<file path="src/bcs_pkg.sv">
// Shared types and constants for the Bezier curve sampler.
// Depends on nothing; every module of the sampler imports it.
`timescale 1ns / 1ps
`default_nettype none

package bcs_pkg;

   localparam int BCS_MAX_POINTS   = 16;
   localparam int BCS_MAX_SEGMENTS = 64;

   // Fixed field widths of the words on the ports
   localparam int COORD_W    = 32;
   localparam int SEG_W      = 7;
   localparam int T_W        = 16;
   localparam int STEP_W     = 17;
   localparam int STEP_IDX_W = 6;
   localparam int STEP_DEPTH = 64;

   localparam logic [SEG_W-1:0] SEG_RESET = SEG_W'(16);

   // floor(65536 / n) for n = 1 .. 64, entry n-1
   localparam logic [STEP_W-1:0] STEP_TABLE [STEP_DEPTH] = '{
      17'd65536, 17'd32768, 17'd21845, 17'd16384, 17'd13107, 17'd10922, 17'd9362,
      17'd8192,  17'd7281,  17'd6553,  17'd5957,  17'd5461,  17'd5041,  17'd4681,
      17'd4369,  17'd4096,  17'd3855,  17'd3640,  17'd3449,  17'd3276,  17'd3120,
      17'd2978,  17'd2849,  17'd2730,  17'd2621,  17'd2520,  17'd2427,  17'd2340,
      17'd2259,  17'd2184,  17'd2114,  17'd2048,  17'd1985,  17'd1927,  17'd1872,
      17'd1820,  17'd1771,  17'd1724,  17'd1680,  17'd1638,  17'd1598,  17'd1560,
      17'd1524,  17'd1489,  17'd1456,  17'd1424,  17'd1394,  17'd1365,  17'd1337,
      17'd1310,  17'd1285,  17'd1260,  17'd1236,  17'd1213,  17'd1191,  17'd1170,
      17'd1149,  17'd1129,  17'd1110,  17'd1092,  17'd1074,  17'd1057,  17'd1040,
      17'd1024
   };

   typedef enum logic [2:0] {
      ST_IDLE,
      ST_LOAD,
      ST_DIFF,
      ST_MUL,
      ST_ADD,
      ST_SHIFT,
      ST_EMIT
   } state_type;

   // Controller to datapath
   typedef struct packed {
      logic accept_point;
      logic start_burst;
      logic load;
      logic diff;
      logic mul;
      logic add;
      logic shift;
      logic emit;
   } cmd_type;

   // Datapath to controller
   typedef struct packed {
      logic one_point;
      logic pair_last;
      logic level_last;
      logic sample_last;
   } status_type;

endpackage

`default_nettype wire

</file>
<file path="src/bcs_ctrl.sv">
// Sequencer of the Bezier curve sampler: point loading and evaluation steps.
// Depends on bcs_pkg.
`timescale 1ns / 1ps
`default_nettype none

module bcs_ctrl
   import bcs_pkg::*;
(
   input  logic       clock,
   input  logic       reset,
   input  logic       start,
   input  logic       req_last_point,
   input  status_type status,
   output logic       busy,
   output cmd_type    cmd
);

   state_type state_ff;
   state_type state_in;

   always_ff @(posedge clock) begin
      if (reset) begin
         state_ff <= ST_IDLE;
      end else begin
         state_ff <= state_in;
      end
   end

   always_comb begin
      state_in = state_ff;
      case (state_ff)
         ST_IDLE: begin
            if (start && req_last_point) state_in = ST_LOAD;
         end
         ST_LOAD: begin
            state_in = status.one_point ? ST_EMIT : ST_DIFF;
         end
         ST_DIFF:  state_in = ST_MUL;
         ST_MUL:   state_in = ST_ADD;
         ST_ADD: begin
            state_in = status.pair_last ? ST_SHIFT : ST_DIFF;
         end
         ST_SHIFT: begin
            state_in = status.level_last ? ST_EMIT : ST_DIFF;
         end
         ST_EMIT: begin
            state_in = status.sample_last ? ST_IDLE : ST_LOAD;
         end
         default:  state_in = ST_IDLE;
      endcase
   end

   always_comb begin
      cmd  = '0;
      busy = 1'b1;
      case (state_ff)
         ST_IDLE: begin
            busy             = 1'b0;
            cmd.accept_point = start;
            cmd.start_burst  = start && req_last_point;
         end
         ST_LOAD:  cmd.load  = 1'b1;
         ST_DIFF:  cmd.diff  = 1'b1;
         ST_MUL:   cmd.mul   = 1'b1;
         ST_ADD:   cmd.add   = 1'b1;
         ST_SHIFT: cmd.shift = 1'b1;
         ST_EMIT:  cmd.emit  = 1'b1;
         default:  cmd       = '0;
      endcase
   end

   assert property (@(posedge clock) disable iff (reset)
      state_ff == ST_ADD |-> $past(state_ff) == ST_MUL)
      else $error("add step not preceded by multiply step");

   assert property (@(posedge clock) disable iff (reset)
      state_ff == ST_LOAD |-> $past(state_ff) == ST_IDLE || $past(state_ff) == ST_EMIT)
      else $error("work load outside burst start or sample boundary");

endmodule

`default_nettype wire

</file>
<file path="config.mk">
export PLATFORM = sky130hd
export DESIGN_NAME = bcs_ctrl
export DESIGN_NICKNAME = d
export VERILOG_FILES = /design/src/bcs_pkg.sv /design/src/bcs_ctrl.sv
export SDC_FILE = /design/constraint.sdc
export NUM_CORES = 1
export LEC_CHECK = 0
export ABC_AREA = 1
export ABC_CLOCK_PERIOD_IN_PS = 1300
export BUFFER_PORTS_ARGS = -buffer_cell sky130_fd_sc_hd__buf_2
export CAP_MARGIN = 25
export CORE_AREA = 8 8 45 47
export CTS_CLUSTER_DIAMETER = 80
export DETAILED_ROUTE_END_ITERATION = 10
export DIE_AREA = 0 0 53 55
export GPL_ROUTABILITY_DRIVEN = 1
export PLACE_DENSITY_LB_ADDON = 0.12
export RECOVER_POWER = 25
export SLEW_MARGIN = 5
export SYNTH_ARGS = -nofsm -noshare
export SYNTH_HDL_FRONTEND = slang
export SYNTH_SLANG_ARGS = --single-unit
</file>
<file path="constraint.sdc">
create_clock -name clock -period 1.3 [get_ports clock]
set_clock_uncertainty 0.15 [all_clocks]
set_input_delay 0.13 -clock clock [delete_from_list [all_inputs] [get_ports clock]]
set_output_delay 0.13 -clock clock [all_outputs]
set_load 0.01 [all_outputs]
</file>
==> impl_results.md <==
- Pin count of the biggest net entering global routing: 9
- Mapped cell area: 258 sq um
- Logic pwr share: 0.533
- Post-DP HPWL: 635 um
- Highest routed layer: met3
- WL final: 790 um
- Vias: 316
- Dpl ws: 0.111 ns
- Multi-input gate area: 151 sq um
- Setup violations, final: 0
- #FFs+latches synth: 3
- Crit path kind: reg -> out
- H-tree Lvls: 1
- DR pass1 iterations: 2
- Overall routing resource usage: 0.0556
- MaxCap Viol Count: 0
- Number of flip-flops under the largest register name: 3
- Unrepaired setup endpoints after global routing: true
- Tcrit/Tclk final: 0.990
- Cell Pwr Density: 1950 nW/um^2
- P_sw: 0.000365 W
- Number of diodes: 0
- Die area: 2920 sq um
- FF-to-FF setup slack: 0.23 ns
- CP Max Fanout: 7
- Vias in the first global route: 287
- Iter 0 DRT Violations: 4
- Post-layout min period: 1.29 ns
- DR WL met2: 373 um
- Worst slew margin: 0.912
- CTS tree: built
- DIE HEIGHT: 55 um
- DP Cell Count: 76
- Synth Area in Adders: 0
- Post-Synth Simple-Gate Area: 0.549
- Slew Viols, Final: 0
- Core area: 1380 sq um
- P_int: 0.000452 W
- Fin. Hold Viols: 0
- Avg Cell Area, Syn: 5.73 sq um
- Worst Hold Class: in -> reg
- Compound-Gate Fraction of Synth Area: 0
- Worst vdd ir: 0.000743 V
- CP bufs+invs: 1
- CP Capture Type: output port
- Library cells used by synthesis: 11
- Crit path cell chain: nor2_4 -> nand2_2 -> nor2_1 -> buf_2
- Post-synth top area share: 0.233
- Setup TNS: 0 ns
- Met1 WL: 359 um
- CTS max path bufs: 2
- Clock sink total: 3
- Main combinational cell family by area after synthesis: simple AND/OR/NAND/NOR gates
- Final hold slack: 0.0360 ns
- IO buf count: 16
- Wirelength per Cell: 9.52 um
- Die Wd: 53 um
- Startpoint types: flop
- Switching Share: 0.447
- Mux cell area share after synthesis: 0
- Skew-Pair Late Insertion Delay: 0.23 ns
- Cell Rows: 14
- Post-route ant nets: 0
- Root Buffer: clkbuf_4
- Synth Warn #: 0
- Cells after Synth: 45
- Io pins: 17
- Crit path max-delay cell type: dfxtp_4
- Outcome: complete, no violations
- Slowest stage delay, CP: 0.36 ns
- Synth area leader: dfxtp_1
- Overflow after GRT: 0
- Register area: 71.3 sq um
- Via/cell ratio: 3.81
- Clock Power Share: 0.198
- Routability cong.: 0.718
- Top Registers: state_ff: 3 flops
- Final Total Pwr: 0.000817 W
- Leakage: 0.264 nW
- Share of layout cells above drive strength 1: 0.507
- Non-filler cells in the finished layout: 83
- Synth Area in XOR/XNOR: 0
- Seq pwr share: 0.269
- Share of the yosys chip area belonging to registers: 0.233
- Delay-heaviest family, CP: flip-flops
- Fmax: 0.777 GHz
- Area Growth Syn to Fin: 62.1%
- Worst-margin pin slew: 0.131 ns
- Worst Path Required: 1.02 ns
- Number of buffers created by CTS: 3
- First-pass GRT wire length: 1.21 mm
- Number of fill cells in the layout: 167
- Initial antenna violation count: 0
- Largest register by flop count: state_ff
- Setup ws final: 0.0131 ns
- Syn_nets: 53
- # DRC: 0
- Met3 WL: 57 um
- Nets: 76
- Clk slew on worst S/H paths: 0.03 ns
- WP data arrival: 1.01 ns
- Starting Density: 0.186
- Largest cells by area after synthesis: dfxtp_1 (23%), nor2_1 (17%), nand2_1 (13%), nand3_1 (9.7%), buf_6 (8.7%)
[cell families (layout without fill, tap and decap cells)]
group         count (synthesis)  after routing
simple gates                 31             31
flops                         3              3
buf+inv                      11             33
[final cells by class]
cell class	count	area share
well taps	16	0.0479
clock buffers	4	0.0629
repair buffers	20	0.269
flip-flops and latches	3	0.171
inverters	9	0.0868
multi-input cells	31	0.362
[per-stage QoR]
step           utilization  area (sq um)
2_1_floorplan            -           258
5_1_grt              0.302           418
3_3_place_gp         0.248           343
6_report             0.302           418
4_1_cts              0.282           390
3_5_place_dp         0.248           343
[layer usage]
metal | vias up | track usage
met5 | - | 0
met3 | 0 | 0.0401
met1 | 130 | 0.0634
met4 | 0 | 0.0129
li1 | 177 | -
met2 | 9 | 0.0820
[worst reg2reg max path, cell delays in order, from the launching register on]
cell     delay, ns
dfxtp_4       0.40
nor2_4        0.06
buf_4         0.12
inv_1         0.04
nand2_1       0.04
nor2_1        0.10
nor2_1        0.05
[power groups by stage]
stage               Clock (W)  Sequential, W  Combinational [W]
finish               0.000162       0.000220           0.000435
global route         0.000185       0.000226           0.000497
detailed placement          0       0.000199           0.000379
global placement            0       0.000202           0.000387
floorplan                   0       0.000149           0.000322
CTS                  0.000172       0.000211           0.000392
[cells in the mapped netlist]
| library cell | count |
|---|---|
| buf_6 | 2 |
| dfxtp_1 | 3 |
| inv_1 | 6 |
| inv_2 | 3 |
| nand2_1 | 9 |
| nand3_1 | 5 |
| nand3b_1 | 1 |
| nand4_1 | 2 |
| nor2_1 | 12 |
| nor2_2 | 1 |
| nor2_4 | 1 |
[what timing repair did]
| action | CTS | global route |
|---|---|---|
| hold buffers | 1 | 0 |
| pin swaps | 0 | 1 |
| setup endpoints to repair | 9 | 7 |
| hold endpoints to repair | 2 | 0 |
| setup buffers | 0 | 2 |
| gates resized for setup | 6 | 5 |
[path summary, 6_finish.rpt]
check | endpoint | cells past startpoint | from
worst min-delay path | state_ff[1] | 4 | status[2]
worst min register to register | state_ff[0] | 3 | state_ff[1]
worst max-delay path | cmd[6] | 4 | state_ff[2]
worst max register to register | state_ff[0] | 6 | state_ff[0]
[placed cells by master (no fill, tap or decap), types with 3 or more instances in the layout]
| master | netlist | routed |
|---|---|---|
| nor2_1 | 12 | 10 |
| nand3_1 | 5 | 5 |
| clkbuf_4 | 0 | 3 |
| nand2_1 | 9 | 7 |
| nor2_2 | 1 | 3 |
| dfxtp_4 | 0 | 3 |
| buf_4 | 0 | 3 |
| inv_1 | 6 | 6 |
| buf_2 | 0 | 16 |
No activity file was read; power rests on OpenSTA's default activity.
